===== src/design/sshb_pkg.sv =====
// Package for the soft-start H-bridge motor control block.
// Holds the mode and sequencer types, the command characters and the register defaults.
// Depends on nothing; every other file of the block imports it.
package sshb_pkg;

    localparam int RAMP_W     = 16;
    localparam int DUTY_W     = 8;
    localparam int PROD_W     = RAMP_W + DUTY_W;
    localparam int CFG_IDX_W  = 1;
    localparam int CFG_DATA_W = 16;

    localparam logic [RAMP_W-1:0] RAMP_MS_RESET  = 16'd1000;
    localparam logic [DUTY_W-1:0] MAX_DUTY_RESET = 8'd255;
    localparam logic [RAMP_W-1:0] ELAPSED_MAX    = 16'hFFFF;

    localparam logic [CFG_IDX_W-1:0] CFG_RAMP_MS  = 1'd0;
    localparam logic [CFG_IDX_W-1:0] CFG_MAX_DUTY = 1'd1;

    localparam logic [7:0] CMD_FWD_UC  = 8'h46;
    localparam logic [7:0] CMD_FWD_LC  = 8'h66;
    localparam logic [7:0] CMD_BWD_UC  = 8'h42;
    localparam logic [7:0] CMD_BWD_LC  = 8'h62;
    localparam logic [7:0] CMD_STOP_UC = 8'h53;
    localparam logic [7:0] CMD_STOP_LC = 8'h73;

    localparam logic DIR_FORWARD  = 1'b0;
    localparam logic DIR_BACKWARD = 1'b1;

    typedef enum logic [1:0] {
        MODE_STOPPED = 2'd0,
        MODE_RAMPING = 2'd1,
        MODE_RUNNING = 2'd2
    } mode_t;

    typedef struct packed {
        mode_t             mode;
        logic              dir;
        logic              up_held;
        logic              down_held;
        logic [RAMP_W-1:0] elapsed;
    } motor_state_t;

    typedef struct packed {
        logic       cmd_valid;
        logic [7:0] cmd_byte;
        logic       up_level;
        logic       down_level;
        logic       ms_tick;
    } pass_item_t;

    typedef struct packed {
        motor_state_t state;
        logic         need_div;
    } pass_result_t;

    typedef enum logic [1:0] {
        ST_IDLE,
        ST_CALC,
        ST_LOAD
    } top_state_t;

    typedef enum logic [1:0] {
        DIV_IDLE,
        DIV_MUL,
        DIV_DIV,
        DIV_DONE
    } div_state_t;

    typedef struct packed {
        logic busy;
        logic done;
    } div_status_t;

endpackage


===== src/design/sshb_ctrl.sv =====
// Control pass logic: tick, command, button edges and the ramp end check.
// Depends on sshb_pkg.
module sshb_ctrl
    import sshb_pkg::*;
(
    input  motor_state_t      cur,
    input  pass_item_t        item,
    input  logic [RAMP_W-1:0] ramp_ms,
    output pass_result_t      res
);

    function automatic motor_state_t begin_motion(input motor_state_t s, input logic d);
        motor_state_t r;
        r = s;
        if (s.mode == MODE_STOPPED)
        begin
            r.dir     = d;
            r.mode    = MODE_RAMPING;
            r.elapsed = '0;
        end
        return r;
    endfunction

    always_comb
    begin
        motor_state_t s;
        s = cur;

        if (item.ms_tick && s.mode == MODE_RAMPING && s.elapsed != ELAPSED_MAX)
        begin
            s.elapsed = s.elapsed + RAMP_W'(1);
        end

        if (item.cmd_valid)
        begin
            unique case (item.cmd_byte) inside
                CMD_FWD_UC, CMD_FWD_LC:   s = begin_motion(s, DIR_FORWARD);
                CMD_BWD_UC, CMD_BWD_LC:   s = begin_motion(s, DIR_BACKWARD);
                CMD_STOP_UC, CMD_STOP_LC: s.mode = MODE_STOPPED;
                default:                  ;
            endcase
        end

        if (item.up_level && !s.up_held)
        begin
            s.up_held = 1'b1;
            s = begin_motion(s, DIR_FORWARD);
        end
        else if (!item.up_level && s.up_held)
        begin
            s.up_held = 1'b0;
            s.mode    = MODE_STOPPED;
        end

        if (item.down_level && !s.down_held)
        begin
            s.down_held = 1'b1;
            s = begin_motion(s, DIR_BACKWARD);
        end
        else if (!item.down_level && s.down_held)
        begin
            s.down_held = 1'b0;
            s.mode      = MODE_STOPPED;
        end

        res.need_div = 1'b0;
        if (s.mode == MODE_RAMPING)
        begin
            if (s.elapsed >= ramp_ms)
            begin
                s.mode = MODE_RUNNING;
            end
            else
            begin
                res.need_div = 1'b1;
            end
        end

        res.state = s;
    end

endmodule


===== config.mk =====
export PLATFORM = sky130hd
export DESIGN_NAME = sshb_ctrl
export DESIGN_NICKNAME = d
export VERILOG_FILES = /design/src/design/sshb_pkg.sv /design/src/design/sshb_ctrl.sv
export SDC_FILE = /design/constraint.sdc
export NUM_CORES = 1
export LEC_CHECK = 0
export ABC_AREA = 1
export ABC_CLOCK_PERIOD_IN_PS = 2700
export BUFFER_PORTS_ARGS = -buffer_cell sky130_fd_sc_hd__buf_2
export CELL_PAD_IN_SITES_DETAIL_PLACEMENT = 1
export CELL_PAD_IN_SITES_GLOBAL_PLACEMENT = 2
export CORE_MARGIN = 4
export CORE_UTILIZATION = 21
export DETAILED_ROUTE_END_ITERATION = 16
export PLACE_DENSITY_LB_ADDON = 0.12
export SLEW_MARGIN = 20
export SYNTH_ARGS = -nofsm -noshare
export SYNTH_HDL_FRONTEND = slang
export SYNTH_SLANG_ARGS = --single-unit

===== constraint.sdc =====
create_clock -name vclk -period 2.7
set_input_delay 0.27 -clock vclk [all_inputs]
set_output_delay 0.27 -clock vclk [all_outputs]
set_load 0.02 [all_outputs]

## Word level (Yosys, flattened, before mapping)

Cells that the tools add are included.

| operators by class | value |
|---|---|
| add/subtract/negate cells | 1 |
| multipliers | 0 |
| div/mod/pow operators | 0 |
| order comparisons | 1 |
| equality and inequality tests | 9 |
| shift operators | 0 |
| mux-type cells | 27 |
| bitwise logic cells | 0 |
| reductions and logical operators | 16 |

Operators with widths:

| operator | count |
|---|---|
| 2-to-1 mux 16 bit | 6 |
| == test 8 x 7 -> 1 bit (second input constant) | 6 |
| one-hot mux 19 bit (2 select lines) | 1 |
| 2-to-1 mux 21 bit | 1 |
| adder 16 x 1 -> 16 bit (second input constant) | 1 |
| >= comparator 16 bit | 1 |
| inequality test 16 bit (second input constant) | 1 |
| 2-to-1 mux 2 bit | 7 |
| 2-to-1 mux 3 bit | 4 |
| 2-to-1 mux 1 bit | 7 |
| logical AND 1 bit | 6 |
| logical NOT 2 bit | 3 |
| one-hot mux 2 bit (3 select lines) | 1 |
| OR reduction 2 bit | 3 |
| == test 2 x 1 -> 1 bit (second input constant) | 2 |
| logical NOT 1 bit | 4 |

| storage, ports and cells | value |
|---|---|
| register bits after elaboration | 0 |
| latch bits | 0 |
| bits in writable memories | 0 |
| memory bits (read-only) | 0 |
| input port bits | 49 |
| output and inout port bits | 22 |
| logic and storage cells | 54 |
| memories kept | 0 |

## Longest topological paths before layout

| depth | value |
|---|---|
| depth in word-level cells | 16 |
| gate-level depth with buffers | 22 |

## Least setup slack after synthesis

No wires, ideal clock.

| timing | value |
|---|---|
| path kind | input port to output port |
| start point | input cur[0] (netlist bit) |
| end point | output res[20] (netlist bit) |
| data arrival time | 2,813 ps |
| slack | -383 ps |
| cell stages on the path | 18 |
| path through | ha_1 > nand3_1 > nor3_2 > nand3_2 > nand2_4 > inv_4 > buf_6 > nand2_1 > nand2_1 > nor2_1 > ha_1 > nand2_1 > inv_1 > o21bai_1 > nand2_1 > a21oi_1 > nand3_1 > a21oi_1 |

RTL lines:

| element | RTL line | text |
|---|---|---|
| start: declaration | sshb_ctrl.sv:6 | `input motor_state_t cur,` |
| end: declaration | sshb_ctrl.sv:9 | `output pass_result_t res` |

==> metrics <==
Seq/Total Area, Yosys 0; register area 0 um2; global-route wire length before repair around 8.8 mm; final wirelength approximately 5.5 mm; largest net degree at the start of global routing 21; Pleak 1.46 nW; Top Ports 71; most common cell in the netlist nand2_1; HP Class input port to output port; peak supply drop 0.0000659 V; # DRC 0; Tmin final between 2 and 3 ns; Setup TNS -0.497 ns; crit path kind input port to output port; Syn Std Cell Area 1300 um2; crit end category output port; total gr overflow 0; Netlist cell types 24; Levels on crit path 21; Site Rows 28; RD Place Congestion 0.767; CP Buf/Inv Count 3; CP top delay family simple AND/OR/NAND/NOR gates; Slew HR 0.765; CP startpoint kind input port; Synth area leaders nand2_1 (24%), ha_1 (16%), nor2_1 (13%), inv_1 (12%), nand3_1 (8.1%); Final period util 1.07; Yosys warning count 0; max-cap viol count 0; cell taking the most area after synthesis nand2_1; dpl ws -0.417 ns; Hold Startpoint item[1]; port buffer count 70; initial core utilization 0.219; Via-to-Cell Ratio between 4 and 5; Req. time, crit path 2.43 ns; Final nets 462; crit path from cur[1]; Worst EP arrival 2.62 ns; Syn-to-layout area delta 104%; DIE AREA 7530 um2; sequential cell count 0; Setup WS post-layout -0.186 ns; CLK BUF 0; vias in the first global route roughly 2000; hold path depth 2; Yosys top cell area share 0.242; first drt pass iteration count 4; outcome complete, but fails checks; number of diodes 0; slowest CP cell ha_1; crit path max fanout 5; number of antenna violations at the first check in global routing 0; worst hold slack 0.773 ns; Synth Instances 261; RSZ-0062 raised after global routing yes; dpl hpwl 4.91 mm; initial DRC count 53; share of cells above drive strength 1 0.492; CP dominant cell by count nand2_1; GR Util All Layers 0.142; core area approximately 6000 um2; Critical Path, Cell by Cell buf_8, ha_4, nand3_4, nor3_4, nand3_2, nand2_8, buf_4, nand2_1, o21ai_1, nor2_2, ha_1, nand2_1, nand2_1, nand2_1, nand2_1, nand2_1, nand2_1, nand2_2, nand3_4, a21oi_4, buf_6; syn nets between 300 and 400; failing checks setup timing; max incr delay on CP 0.30 ns; synth cell count leaders nand2_1 (84), nor2_1 (44), inv_1 (43); pins over their slew limit 0; P per Cell Area 177 nW/um2; Vias 2032; Worst-Margin Slew 0.351 ns; post-route ant nets 0; final hold viol count 0; Mean Syn Cell Area 5.00 um2; Die Wd between 80 and 90 um; FMAX 347 MHz; Final setup viols 3; DR WL/cell between 10 and 15 um; die height 86.8 um
-- power by group --
part	total [mW]	switching, mW	internal (mW)
logic	0.471	0.252	0.219
registers	0	0	0
clock network	0	0	0
-- routing by layer --
layer  GRT usage  up-vias  part of all wire
met2       0.263       34              0.51
met4           0        0            0.0033
met3     0.00570        2             0.038
met5           0        -                 0
li1            -     1084                 -
met1       0.192      912              0.45
-- worst paths after layout --
kind / slack [ns] / endpoint
setup / recovery: -0.19 / res[20]
hold / removal: 0.77 / res[17]
-- logic make-up (layout without fill, tap and decap cells) --
| kind of cell | Yosys count | after routing | share of synthesized area |
|---|---|---|---|
| buf+inv | 49 | 182 | 0.157 |
| fa+ha+maj | 17 | 17 | 0.163 |
| xor+xnor | 10 | 10 | 0.0672 |
| compound gates | 21 | 21 | 0.0864 |
| simple gates | 164 | 164 | 0.526 |
-- through the flow --
step	instances	cell area [um2]	utilization	total power, mW
2_1_floorplan	261	1460	-	0.228
3_3_place_gp	460	2320	0.390	0.407
3_5_place_dp	460	2320	0.390	0.416
4_1_cts	463	2510	0.421	0.458
5_1_grt	469	2660	0.446	0.524
6_report	469	2660	0.446	0.471
-- cells in the final DEF, fill, tap and decap left out --
cell type,Yosys,layout
o21a_1,2,2
nand2_8,0,1
a21oi_1,7,4
xor2_1,9,8
inv_6,0,2
ha_1,17,12
inv_2,0,1
nor2_4,0,11
buf_8,0,2
o21ai_0,5,3
a21oi_2,0,2
nor3_4,0,3
nand3_1,21,13
nand2_2,1,8
buf_12,0,3
nor3_1,7,5
nand4_1,2,2
xor2_2,0,1
nand3_4,0,3
buf_4,1,60
ha_4,0,5
nand2_1,84,76
o21bai_1,1,1
o21ai_2,0,1
buf_6,2,7
o21ai_1,6,7
nand2_4,1,1
clkinv_8,0,1
xnor2_1,1,1
nand3_2,1,6
nand3b_1,1,1
inv_1,43,42
nor2_2,0,10
a21oi_4,0,1
buf_2,0,64
nor3b_2,0,1
nor2_1,44,23
-- cell type report --
class / instances / area [um2]
timing repair buffer: 136 / 940
fill: 839 / 3300
timing repair inverter: 2 / 17.5
multi-input combinational: 212 / 1430
tap: 75 / 93.8
inverter: 44 / 178
-- timing repair --
item                       in CTS  in global routing
setup endpoints to repair       3                  3
gates resized for setup        36                 21
gates cloned                    0                  2
setup buffers                   3                  4
hold buffers                    0                  0
pin swaps                      20                 18
(Power assumes the default switching activity.)
