[src/design/sshb_pkg.sv]
// Package for the soft-start H-bridge motor control block.
// Holds the mode and sequencer types, the command characters and the register defaults.
// Depends on nothing; every other file of the block imports it.
package sshb_pkg;

    localparam int RAMP_W     = 16;
    localparam int DUTY_W     = 8;
    localparam int PROD_W     = RAMP_W + DUTY_W;
    localparam int CFG_IDX_W  = 1;
    localparam int CFG_DATA_W = 16;

    localparam logic [RAMP_W-1:0] RAMP_MS_RESET  = 16'd1000;
    localparam logic [DUTY_W-1:0] MAX_DUTY_RESET = 8'd255;
    localparam logic [RAMP_W-1:0] ELAPSED_MAX    = 16'hFFFF;

    localparam logic [CFG_IDX_W-1:0] CFG_RAMP_MS  = 1'd0;
    localparam logic [CFG_IDX_W-1:0] CFG_MAX_DUTY = 1'd1;

    localparam logic [7:0] CMD_FWD_UC  = 8'h46;
    localparam logic [7:0] CMD_FWD_LC  = 8'h66;
    localparam logic [7:0] CMD_BWD_UC  = 8'h42;
    localparam logic [7:0] CMD_BWD_LC  = 8'h62;
    localparam logic [7:0] CMD_STOP_UC = 8'h53;
    localparam logic [7:0] CMD_STOP_LC = 8'h73;

    localparam logic DIR_FORWARD  = 1'b0;
    localparam logic DIR_BACKWARD = 1'b1;

    typedef enum logic [1:0] {
        MODE_STOPPED = 2'd0,
        MODE_RAMPING = 2'd1,
        MODE_RUNNING = 2'd2
    } mode_t;

    typedef struct packed {
        mode_t             mode;
        logic              dir;
        logic              up_held;
        logic              down_held;
        logic [RAMP_W-1:0] elapsed;
    } motor_state_t;

    typedef struct packed {
        logic       cmd_valid;
        logic [7:0] cmd_byte;
        logic       up_level;
        logic       down_level;
        logic       ms_tick;
    } pass_item_t;

    typedef struct packed {
        motor_state_t state;
        logic         need_div;
    } pass_result_t;

    typedef enum logic [1:0] {
        ST_IDLE,
        ST_CALC,
        ST_LOAD
    } top_state_t;

    typedef enum logic [1:0] {
        DIV_IDLE,
        DIV_MUL,
        DIV_DIV,
        DIV_DONE
    } div_state_t;

    typedef struct packed {
        logic busy;
        logic done;
    } div_status_t;

endpackage

[src/design/sshb_div.sv]
// Bit-serial ramp duty unit: shift-and-add multiply, then restoring division.
// Depends on sshb_pkg. The quotient is at most max_duty because elapsed is below ramp_ms.
module sshb_div
    import sshb_pkg::*;
(
    input  logic              clk,
    input  logic              rst_n,
    input  logic              start,
    input  logic [RAMP_W-1:0] elapsed,
    input  logic [DUTY_W-1:0] max_duty,
    input  logic [RAMP_W-1:0] ramp_ms,
    output div_status_t       status,
    output logic [DUTY_W-1:0] quot
);

    localparam int CNT_W = $clog2(DUTY_W);
    localparam logic [CNT_W-1:0] CNT_LAST = CNT_W'(DUTY_W - 1);

    div_state_t        state_reg, state_next;
    logic [CNT_W-1:0]  cnt_reg, cnt_next;
    logic [RAMP_W-1:0] elap_reg, elap_next;
    logic [RAMP_W-1:0] ramp_reg, ramp_next;
    logic [DUTY_W-1:0] mult_reg, mult_next;
    logic [PROD_W-1:0] acc_reg, acc_next;
    logic [RAMP_W:0]   trial;
    logic [RAMP_W:0]   diff;

    always_comb
    begin
        state_next = state_reg;
        unique case (state_reg)
            DIV_IDLE: if (start) state_next = DIV_MUL;
            DIV_MUL:  if (cnt_reg == CNT_LAST) state_next = DIV_DIV;
            DIV_DIV:  if (cnt_reg == CNT_LAST) state_next = DIV_DONE;
            DIV_DONE: state_next = DIV_IDLE;
            default:  state_next = DIV_IDLE;
        endcase
    end

    always_comb
    begin
        status.busy = (state_reg != DIV_IDLE);
        status.done = (state_reg == DIV_DONE);
    end

    // One multiplier bit, most significant first, or one quotient bit per cycle.
    always_comb
    begin
        cnt_next  = cnt_reg;
        elap_next = elap_reg;
        ramp_next = ramp_reg;
        mult_next = mult_reg;
        acc_next  = acc_reg;
        trial     = {acc_reg[PROD_W-1:DUTY_W], acc_reg[DUTY_W-1]};
        diff      = trial - {1'b0, ramp_reg};
        unique case (state_reg)
            DIV_IDLE:
            begin
                if (start)
                begin
                    cnt_next  = '0;
                    elap_next = elapsed;
                    ramp_next = ramp_ms;
                    mult_next = max_duty;
                    acc_next  = '0;
                end
            end
            DIV_MUL:
            begin
                acc_next = {acc_reg[PROD_W-2:0], 1'b0}
                         + (mult_reg[DUTY_W-1] ? {{DUTY_W{1'b0}}, elap_reg} : '0);
                mult_next = {mult_reg[DUTY_W-2:0], 1'b0};
                cnt_next  = cnt_reg + CNT_W'(1);
            end
            DIV_DIV:
            begin
                if (trial >= {1'b0, ramp_reg})
                begin
                    acc_next = {diff[RAMP_W-1:0], acc_reg[DUTY_W-2:0], 1'b1};
                end
                else
                begin
                    acc_next = {trial[RAMP_W-1:0], acc_reg[DUTY_W-2:0], 1'b0};
                end
                cnt_next = cnt_reg + CNT_W'(1);
            end
            default: ;
        endcase
    end

    always_ff @(posedge clk or negedge rst_n)
    begin
        if (!rst_n)
        begin
            state_reg <= DIV_IDLE;
            cnt_reg   <= '0;
        end
        else
        begin
            state_reg <= state_next;
            cnt_reg   <= cnt_next;
        end
    end

    always_ff @(posedge clk)
    begin
        elap_reg <= elap_next;
        ramp_reg <= ramp_next;
        mult_reg <= mult_next;
        acc_reg  <= acc_next;
    end

    assign quot = acc_reg[DUTY_W-1:0];

endmodule

[config.mk]
export PLATFORM = sky130hd
export DESIGN_NAME = sshb_div
export DESIGN_NICKNAME = d
export VERILOG_FILES = /design/src/design/sshb_pkg.sv /design/src/design/sshb_div.sv
export SDC_FILE = /design/constraint.sdc
export NUM_CORES = 1
export LEC_CHECK = 0
export BUFFER_PORTS_ARGS = -buffer_cell sky130_fd_sc_hd__buf_2
export CAP_MARGIN = 40
export CORE_ASPECT_RATIO = 0.6
export CORE_MARGIN = 2
export CORE_UTILIZATION = 38
export DETAILED_ROUTE_END_ITERATION = 12
export PLACE_DENSITY = 0.65
export SYNTH_ARGS = -nofsm -noshare
export SYNTH_HDL_FRONTEND = slang
export SYNTH_SLANG_ARGS = --single-unit
[constraint.sdc]
create_clock -name clk -period 3.1 [get_ports clk]
set_input_delay 0.465 -clock clk [delete_from_list [all_inputs] [get_ports clk]]
set_output_delay 0.465 -clock clk [all_outputs]
set_load 0.01 [all_outputs]
; Yosys cells after proc, flatten, opt, wreduce, memory -nomap -nowiden
; Index checks and enable logic that the tools add are counted.
[classes]
addsub = 3
order_cmp = 1
eq_ne = 7
mux = 12
reduce_logical = 11
[op_table]
columns = op, n
row1 = $pmux W24 S3, 1
row2 = $mux W24, 2
row3 = $add A24 B16 Y24, 1
row4 = $ge A17 B16 Y1, 1
row5 = $mux W16, 1
row6 = $pmux W8 S2, 1
row7 = $sub A16 B16 Y16, 1
row8 = $mux W8, 1
row9 = $pmux W2 S4, 1
row10 = $reduce_and A2 Y1, 4
row11 = $mux W2, 3
row12 = $ne A2 B2 Y1 const B, 3
row13 = $pmux W3 S2, 1
row14 = $reduce_bool A2 Y1, 3
row15 = $eq A2 B2 Y1 const B, 2
row16 = $add A3 B1 Y3 const B, 1
row17 = $eq A3 B3 Y1 const B, 1
row18 = $mux W3, 1
row19 = $reduce_and A3 Y1, 1
row20 = $reduce_bool A3 Y1, 1
row21 = $eq A2 B1 Y1 const B, 1
row22 = $logic_not A2 Y1, 1
row23 = $reduce_or A2 Y1, 1
[totals]
ff_bits = 69
input_bits = 43
out_inout_bits = 10
wordCells = 40

; Depth between registers and ports, before layout
; Gate-level depths: netlist of run 1.
[logic_depth]
depth_word = 4
ltp_mapped = 12
mapped_depth_nobuf = 11

; Worst setup path after synthesis of run 1
; Ideal clock, no wire load.
[synth_timing]
path_type = register -> register
startpoint = register mult_reg[7]
endpoint = register acc_reg[21] (data pin)
setup_time_ns = 0.278
arrival_ns = 2.459
required_time_ns = 2.822
setup_slack_ns = 0.363
stages_incl_launch_ff = 13
n_path_buf = 1
period_less_slack_ns = 2.737
path_cell_list = edfxtp_1 -> clkbuf_1 -> and2_1 -> ha_1 -> inv_1 -> fa_1 -> nand2b_1 -> a21oi_1 -> o21ai_0 -> a31oi_1 -> a31oi_1 -> o21ai_0 -> o311ai_0
[synth_via]
elab_chain_cells = 3
[synth_rtl]
columns = item, line_no
row1 = "start, declared", sshb_div.sv:23  ; logic [DUTY_W-1:0] mult_reg, mult_next;
row2 = "start signal, assigned", sshb_div.sv:109  ; mult_reg <= mult_next;
row3 = $mux W16, sshb_div.sv:71  ; + (mult_reg[DUTY_W-1] ? {{DUTY_W{1'b0}}, elap_reg} : '0);
row4 = $add A24 B16 Y24, sshb_div.sv:71
row5 = $pmux W24 S3, sshb_div.sv:56  ; unique case (state_reg)
row6 = named net acc_next[21], sshb_div.sv:24  ; logic [PROD_W-1:0] acc_reg, acc_next;
row7 = "end signal, assigned", sshb_div.sv:110  ; acc_reg <= acc_next;
row8 = "end, declared", sshb_div.sv:24
; The timed path passes the listed nets, and every way through them passes these cells.
; A chain may end at the register's enable or synchronous reset.

; Worst setup path in the final report of run 1
[layout_timing]
startpoint = register mult_reg[7]
endpoint = register acc_reg[14] (data pin)
; The elaborated chain is that of the path after synthesis.

==> flow_summary_export.csv, run 1 <==
group,metric,value,unit
cts,clock_latency,0.34,ns
routing,drt-wirelength-per-cell,15.99,um
power,pwr_density_cell,1064,nW/um2
final_layout,largest_register_ffs,24,
sta,max_slew_margin,64.85,%
global_route,grt_max_degree,33,
critical_path,r2r_cells,11,
power,pwr-share-seq,29.5,%
sta,setup_viol,0,
final_layout,antenna_cells,0,
synth,synth_top_cell_by_area,"edfxtp_1",
min_path,hold_depth,1,
power,switchingPower,2442,uW
placement,dp_hpwl,7.926,mm
routing,postRouteAntennaNets,0,
synth,synth_flop_cell,"edfxtp_1",
sta,post-route-min-period,2.976,ns
sta,finClkSkew,0.008659,ns
routing,firstDrtPassIters,7,
global_route,track_usage,17.26,%
synth,seq_area_frac_synth,44.28,%
placement,io_buffers,52,
global_route,grt_pass1_vias,3369,
routing,drtIter0Drc,394,
synth,synth_edf_count,64,
synth,syn_inst,444,
power,power_frac_comb,53.6,%
synth,synth_nets,527,
cts,cts.clk_slew.worst_paths,0.06,ns
sta,fmax,336.0,MHz
sta,grt_setup_unrepaired,"false",
synth,syn_area,4623,um2
die,io_pins,53,
synth,netlist.area_leader.share,41.57,%
synth,avgSynthCellArea,10.41,um2
placement,gp_routability_congestion,0.9709,
synth,yosysWarnings,0,
synth,synthArstFlopShare,7.246,%
global_route,grt_pass1_wl,17.31,mm
die,dieArea,13090,um2
sta,hold_viol,0,
power,ir_worst_vdd,0.0003598,V
final_layout,layout_common_cells,"edfxtp_1 (64), buf_2 (52), ha_1 (36)",
cts,clock_path_buffers,2,
die,rows,31,
die,initial_utilization,38.70,%
cts,cts_buffers,9,
critical_path,worstPathArrival,3.06,ns
critical_path,crit_fanout,8,
synth,synth_cell_type_count,56,
min_path,min_from,"ramp_ms[6]",
status,status,"completed",
cts,tritoncts,"done",
final_layout,fill_cells,1171,
run,max_cap_viol_count,0,
sta,fin_crit_sh,96.00,%
power,leakage,0.002200,uW
routing,vias_per_cell,5.419,
critical_path,cp_data_required_time,3.18,ns
global_route,antenna_found_initial,0,
min_path,min_to,"ramp_reg[6]",
cts,cts_sinks,69,
power,power_switching_share,42.69,%
routing,wl,10.71,mm
critical_path,r2r-start,"mult_reg[7]",
routing,vias,3631,
synth,ys_ff_latch,69,
power,clockPowerShare,16.9,%
power,p_total,5720,uW
final_layout,drive_above_1_share,20.99,%
cts,htree_levels,3,
cts,cts_root_buf,"clkbuf_16",
die,die_w,146.4,um
critical_path,crit_type,"flop to flop",
critical_path,reg2reg_slack,0.12,ns
final_layout,final_common_cell,"edfxtp_1",
critical_path,critPathCaptureType,"flop",
final_layout,final_nets,583,
min_path,hp-class,"primary input to flop",
global_route,overflow,0,
power,internal_power,3278,uW
critical_path,r2r_end,"acc_reg[14]",
synth,synth.top_cells.by_area,"edfxtp_1 (42%), ha_1 (10%), o21ai_0 (3.0%)",
sta,drv_slew,0,
sta,worst_pin_slew,0.5273,ns
critical_path,worst_setup_path_start_kind,"flop",
routing,drc,0,
die,design.core.area,11950,um2
final_layout,syn_to_final_growth,16.24,%
die,fp.dieH,89.44,um
sta,hold_ws,0.2918,ns
[metrics by stage]
step	util [%]	setup TNS [ns]	instance area (um2)	worst slack, ns	cells
floorplan	-	0	4623	0.3629	444
global placement	42.31	0	5055	0.1505	652
detailed placement	42.31	-0.001656	5055	-0.001656	652
CTS	44.77	0	5349	0.1166	670
global route	44.98	0	5374	0.03216	670
finish	44.98	0	5374	0.1241	670
[synth_stat cells (all sizes together), types with 2 or more instances]
cell type / number
or2: 3
a211oi: 5
and2: 18
or3: 5
o21a: 4
nand4: 6
inv: 31
nor3: 5
o21bai: 2
nor2: 22
a21o: 6
a31oi: 7
buf: 14
nand2: 24
a32o: 2
mux2: 9
edfxtp: 64
o21ai: 30
xnor2: 16
o22ai: 8
clkbuf: 8
nor2b: 11
dfrtp: 5
o311ai: 2
o211ai: 11
a21oi: 26
a22oi: 6
mux2i: 8
xor2: 9
nand2b: 8
nand3: 11
ha: 38
fa: 2
a32oi: 2
and3: 4
[kinds of logic (layout without fill, tap and decap cells)]
kind of cell             after synthesis  count (layout)  share of synthesized area, %
flip-flops                            69              69                         44.28
AO/OA/AOI/OAI                        121             121                         17.16
AND/OR/NAND/NOR                      119             119                         13.32
XOR/XNOR                              25              25                         4.736
multiplexers                          17              17                         3.924
buffers and inverters                 53             114                         5.440
adder cells (fa/ha/maj)               40              40                         11.15
[critical path: stages (launching register included)]
cell       delay, ns
edfxtp_1        0.50
buf_4           0.21
nand2_1         0.10
inv_1           0.06
ha_1            0.27
a21oi_1         0.24
o221ai_1        0.25
o2bb2ai_1       0.32
o21bai_1        0.14
a31oi_1         0.34
xor2_1          0.19
o22ai_1         0.09
[power groups by stage]
stage | Sequential [uW] | Clock (uW) | Combinational, uW
2_1_floorplan | 1630 | 0 | 2330
3_3_place_gp | 1700 | 0 | 2900
3_5_place_dp | 1710 | 0 | 2960
4_1_cts | 1690 | 982 | 3010
5_1_grt | 1730 | 1020 | 3390
6_report | 1690 | 966 | 3060
[per-layer routing]
layer / part of all wire [%] / up-vias / global-route usage (%)
met5: 0 / - / 0
li1: - / 1750 / -
met1: 51 / 1729 / 25.45
met2: 40 / 133 / 24.57
met3: 7.7 / 19 / 4.592
met4: 1.3 / 0 / 5.560
[what timing repair did]
| item | CTS | global route |
|---|---|---|
| endpoints found under the hold margin | 5 | 0 |
| endpoints found under the setup margin | 1 | 5 |
| buffers inserted | 1 | 0 |
| hold buffers | 1 | 0 |
| gates resized for setup | 0 | 8 |
| pin swaps | 0 | 1 |
[worst max-delay path by stage]
stage                     cells past startpoint  slack (ns)         from          end
after floorplan                              12        0.36  mult_reg[7]  acc_reg[21]
after global routing                         11        0.03  mult_reg[7]  acc_reg[14]
after detailed placement                     12      -0.002  mult_reg[7]  acc_reg[21]
final                                        11        0.12  mult_reg[7]  acc_reg[14]
after CTS                                    11        0.12  mult_reg[7]  acc_reg[21]
after global placement                       12        0.15  mult_reg[7]  acc_reg[21]
[layout make-up]
class / count / area [um2] / share of cell area (%)
repair buffers: 67 / 375.4 / 6.985
well taps: 165 / 206.4 / 3.842
clock inverters: 7 / 51.30 / 0.9546
clock buffers: 9 / 225.2 / 4.191
flip-flops and latches: 69 / 2047 / 38.09
inverters: 31 / 116.4 / 2.165
multi-input cells: 322 / 2352 / 43.77
No activity file was read; power rests on OpenSTA's default activity.
==> run 2, diff against run 1 <==
- CORE_UTILIZATION: 38 -> 64
- PLACE_DENSITY: 0.65 -> 0.95
- clock period: 3.1 -> 3.82 ns (I/O delays scaled with it)
==> run 2 against run 1 <==
Net effect:
- critical path type unchanged
- total power down 17%
- setup slack improved by 0.36 ns
- sequential share of layout area is 1.4 points higher
- hold slack worse by 0.26 ns
- routed wire length is 5.9% higher
- sequential power down 18%
- register-to-register slack improved by 0.36 ns
- utilization up 31 points
- via count is 4.9% higher
- clock skew grew 0.0017 ns
- cell area is 3.6% lower
==> flow_summary_export.csv, run 2 (synthesis results as in run 1) <==
group,metric,value,unit
status,status,"completed",
die,design.core.area,6820,um2
die,die_w,113.7,um
die,io_pins,53,
routing,vias,3808,
power,pwr_density_cell,910.8,nW/um2
global_route,grt_max_degree,33,
cts,cts_root_buf,"clkbuf_16",
critical_path,worst_setup_path_start_kind,"flop",
routing,drt-wirelength-per-cell,19.55,um
sta,worst_pin_slew,0.7349,ns
sta,fin_crit_sh,87.46,%
die,dieArea,7942,um2
final_layout,multi_input_area,2327,um2
final_layout,regArea,2047,um2
power,p_total,4720,uW
critical_path,cp_slowest_cell,"edfxtp_1",
sta,drv_slew,0,
die,initial_utilization,67.79,%
final_layout,largest_register_ffs,24,
sta,setup_viol,0,
cts,postCtsResizedCells,0,
sta,worst_slack,0.4791,ns
die,rows,23,
placement,pre_cts_ws,0.5845,ns
global_route,overflow,0,
final_layout,fill_cells,452,
critical_path,path_cells,"and2_1 > ha_1 > inv_1 > fa_1 > nand2b_1 > a21oi_1 > o21ai_0 > a31oi_1 > nand3_1 > mux2i_1 > o21ai_0",
critical_path,crit_type,"flop to flop",
cts,cts_setup_buffers,0,
critical_path,reg2reg_slack,0.48,ns
routing,vias_per_cell,6.566,
final_layout,syn_to_final_growth,12.10,%
critical_path,slowest_delay,0.66,ns
cts,tritoncts,"done",
cts,clock_path_buffers,2,
final_layout,fin_area,5182,um2
power,ir_worst_vdd,0.0004408,V
global_route,grt_pass1_vias,3587,
critical_path,r2r_end,"acc_reg[23]",
sta,fmax,299.3,MHz
cts,htree_levels,3,
sta,finClkSkew,0.01037,ns
cts,clock_latency,0.35,ns
critical_path,worstPathArrival,3.43,ns
routing,postRouteAntennaNets,0,
final_layout,final_nets,571,
sta,hold_viol,0,
routing,drtIter0Drc,489,
power,leakage,0.002152,uW
sta,post-route-min-period,3.341,ns
global_route,track_usage,29.91,%
sta,tns,0,ns
min_path,hp-class,"primary input to async pin",
run,max_cap_viol_count,0,
placement,dp_hpwl,7.992,mm
routing,wl,11.34,mm
die,fp.dieH,69.84,um
routing,drc,0,
final_layout,drive_above_1_share,17.85,%
placement,gp_routability_congestion,1.026,
critical_path,crit_fanout,16,
routing,firstDrtPassIters,6,
critical_path,r2r-start,"mult_reg[7]",
cts,cts.clk_slew.worst_paths,0.06,ns
cts,cts_hold_buf,0,
final_layout,post-route-util,75.99,%
global_route,antenna_found_initial,0,
final_layout,final_common_cell,"edfxtp_1",
final_layout,layout_common_cells,"edfxtp_1 (64), buf_2 (52), ha_1 (38)",
placement,post_dp_cell_area,4882,um2
cts,cts_sinks,69,
sta,max_slew_margin,50.89,%
critical_path,cp_common_cell,"o21ai_0",
critical_path,critPathCaptureType,"flop",
final_layout,antenna_cells,0,
critical_path,setup.worst_path.start,"mult_reg[7]",
critical_path,cp_data_required_time,3.91,ns
placement,io_buffers,52,
cts,cts_buffers,9,
sta,grt_setup_unrepaired,"false",
critical_path,r2r_cells,11,
global_route,grt_pass1_wl,18.16,mm
run 2: cell count changes in the layout (fill, tap and decap cells not counted), sizes merged:
cell,change
clkinv,-2
buf,-11
clkbuf,+1
dlygate4sd3,-1
bufinv,+1
run 2: final cells by class:
type	instances	area share, %
Clock buffer	10	4.418
Clock inverter	6	1.376
Inverter	31	2.245
Multi-Input combinational cell	322	44.91
Sequential cell	69	39.50
Tap cell	87	2.100
Timing Repair Buffer	55	5.456
run 2: stage by stage:
| stage | hold slack, ns | cells |
|---|---|---|
| 4_1_cts | 0.03588 | 580 |
| 2_1_floorplan | 0.2774 | 444 |
| 6_report | 0.03446 | 580 |
| 3_5_place_dp | 0.3965 | 564 |
| 3_3_place_gp | 0.3917 | 564 |
| 5_1_grt | 0.04428 | 580 |
run 2: power breakdown:
part | switching, uW | leakage [uW] | internal [uW] | total (uW)
combinational | 1520 | 0.00132 | 971 | 2490
clock | 326 | 0.000139 | 509 | 835
sequential | 202 | 0.000692 | 1190 | 1390
total | 2050 | 0.00215 | 2670 | 4720
run 2: worst max-delay path: cells and delay by family (launching register included):
family,cells,cell delay (ns)
fa+ha+maj,2,0.57
buf+inv,1,0.06
mux,1,0.19
flops,1,0.66
compound gates,4,0.95
simple gates,3,0.65
run 2: how the worst max path moves through the flow:
stage | to | cells after the start
finish | acc_reg[23] | 11
global route | acc_reg[23] | 11
CTS | acc_reg[23] | 11
detailed placement | acc_reg[23] | 11
global placement | acc_reg[23] | 11
floorplan | acc_reg[21] | 12
run 2: layer usage:
metal | global-route usage, % | share of wire, % | vias to the layer above
met5 | 0 | 0 | -
met4 | 9.485 | 3.2 | 0
met3 | 10.84 | 12 | 52
met2 | 43.91 | 43 | 257
met1 | 41.51 | 42 | 1778
li1 | - | - | 1721
==> run 3, diff against run 2 <==
- CORE_UTILIZATION: 64 -> 40
- PLACE_DENSITY: 0.95 -> 0.67
==> run 3 against run 2 <==
Net effect:
- clock power shrank 1%
- clock skew fell by 0.0055 ns
- first-iteration DRC count is 37% lower
- combinational power decreased by 6%
- routed wire length down 9.9%
- flip-flop and latch count did not move
- via count is 7.1% lower
- global-route usage down 13 points
- register-to-register slack better by 0.06 ns
- count of clock-buffer cells in the layout fell by 1
- cell count up 13%
- sequential share of layout area shrank 0.62 points
- critical endpoint is now acc_reg[21]
==> flow_summary_export.csv, run 3 (synthesis results as in run 1) <==
group,metric,value,unit
critical_path,cp_data_required_time,3.87,ns
cts,clock_path_buffers,2,
global_route,grt_pass1_vias,3216,
final_layout,largest_register_ffs,24,
sta,tns,0,ns
critical_path,r2r_cells,11,
power,pwr_density_cell,864.5,nW/um2
die,die_w,142.8,um
cts,htree_levels,3,
final_layout,antenna_cells,0,
power,power_frac_comb,51.6,%
global_route,grt_max_degree,25,
critical_path,path_cells,"and2_1 > ha_1 > inv_1 > fa_1 > nand2b_1 > a21oi_1 > o21ai_0 > a31oi_1 > a31oi_1 > o21ai_0 > o311ai_0",
final_layout,drive_above_1_share,18.05,%
global_route,overflow,0,
final_layout,final_common_cell,"edfxtp_1",
global_route,track_usage,17.23,%
critical_path,worstPathArrival,3.33,ns
critical_path,r2r_end,"acc_reg[21]",
critical_path,critPathCapture,"acc_reg[21]",
critical_path,crit_fanout,16,
critical_path,critical-path-top-delay-family,"compound AO/OA/AOI/OAI gates",
sta,post-route-min-period,3.281,ns
critical_path,worst_setup_path_start_kind,"flop",
sta,fmax,304.8,MHz
cts,cts_sinks,69,
cts,cts_setup_buffers,0,
sta,grt_setup_unrepaired,"false",
critical_path,cp_num_cells,11,
cts,tritoncts,"done",
die,io_pins,53,
critical_path,critPathCaptureType,"flop",
die,design.core.area,11300,um2
cts,cts.clk_slew.worst_paths,0.06,ns
die,initial_utilization,40.92,%
cts,clock_latency,0.34,ns
die,fp.dieH,87.28,um
routing,vias,3538,
final_layout,layout_common_cells,"edfxtp_1 (64), buf_2 (52), ha_1 (38)",
placement,dp_hpwl,7.787,mm
final_layout,syn_to_final_growth,13.88,%
cts,cts_hold_buf,0,
power,switchingPower,1900,uW
sta,finClkSkew,0.004839,ns
critical_path,setup.worst_path.start,"mult_reg[7]",
sta,hold_viol,0,
power,ir_worst_vdd,0.0003141,V
critical_path,slowest_delay,0.63,ns
power,power_switching_share,41.75,%
power,internal_power,2651,uW
min_path,hp-class,"primary input to async pin",
global_route,antenna_found_initial,0,
cts,cts_root_buf,"clkbuf_16",
power,leakage,0.002158,uW
routing,drc,0,
placement,io_buffers,52,
global_route,grt_pass1_wl,16.49,mm
routing,postRouteAntennaNets,0,
critical_path,crit_type,"flop to flop",
placement,gp_routability_congestion,0.9496,
sta,drv_slew,0,
routing,firstDrtPassIters,5,
cts,postCtsResizedCells,0,
critical_path,reg2reg_slack,0.54,ns
routing,vias_per_cell,5.418,
placement,post_dp_cell_area,4974,um2
final_layout,final_nets,571,
power,clockPowerShare,18.2,%
run,max_cap_viol_count,0,
cts,cts_buffers,9,
die,dieArea,12460,um2
sta,fin_crit_sh,85.89,%
critical_path,crit_buf_inv,1,
critical_path,cp_slowest_cell,"edfxtp_1",
sta,worst_pin_slew,0.8505,ns
final_layout,fin_area,5265,um2
die,rows,30,
sta,setup_viol,0,
routing,drt-wirelength-per-cell,15.64,um
power,pwr-share-seq,30.3,%
routing,drtIter0Drc,309,
routing,wl,10.21,mm
status,status,"completed",
sta,max_slew_margin,43.30,%
critical_path,r2r-start,"mult_reg[7]",
## run 3: cell count changes in the layout (fill, tap and decap cells not counted)
cell        previous run  this run
clkinv_4               2         1
clkinvlp_4             2         1
clkinv_2               0         4
clkbuf_1               1         0
inv_6                  1         0
## run 3: area by class of cell
class,count,area [um2]
clock buffer,9,225.2
tap,160,200.2
inverter,31,116.4
clock inverter,7,66.31
multi-input combinational,322,2327
sequential,69,2047
fill,1064,6033
timing repair buffer,55,282.8
## run 3: metal layers
metal | GRT usage (%) | part of all wire [%] | routed length [um]
met5 | 0 | 0 | 0
met2 | 23.03 | 39 | 3934
met4 | 4.140 | 1.2 | 127
met3 | 4.508 | 7.7 | 782
met1 | 27.20 | 53 | 5367
## run 3: worst min-delay path by stage
stage,to,depth (start not counted),start,slack (ns)
floorplan,cnt_reg[0],0,rst_n,0.28
global placement,state_reg[0],1,rst_n,0.40
detailed placement,state_reg[0],1,rst_n,0.39
CTS,state_reg[0],1,rst_n,0.03
global route,state_reg[0],1,rst_n,0.03
finish,state_reg[0],1,rst_n,0.04
## run 3: power groups by stage
stage	registers [uW]	clock network (uW)	logic, uW
6_report	1380	826	2350
5_1_grt	1410	877	2610
4_1_cts	1380	841	2330
3_5_place_dp	1390	0	2320
3_3_place_gp	1390	0	2270
2_1_floorplan	1320	0	1890
## run 3: worst register-to-register path: cells and delay by family, from the launching register on
| family | cells | cell delay, ns |
|---|---|---|
| compound gates | 6 | 1.37 |
| flops | 1 | 0.63 |
| fa+ha+maj | 2 | 0.54 |
| simple gates | 2 | 0.41 |
| buf+inv | 1 | 0.05 |
## run 3: through the flow
stage / instances / hold slack (ns) / worst slack, ns / utilization, % / power [uW]
floorplan: 444 / 0.2774 / 1.083 / - / 3215
global placement: 637 / 0.3955 / 0.6702 / 44.02 / 3660
detailed placement: 637 / 0.3943 / 0.5973 / 44.02 / 3713
CTS: 653 / 0.03265 / 0.5669 / 46.60 / 4554
global route: 653 / 0.03430 / 0.2046 / 46.60 / 4904
finish: 653 / 0.04011 / 0.5389 / 46.60 / 4552
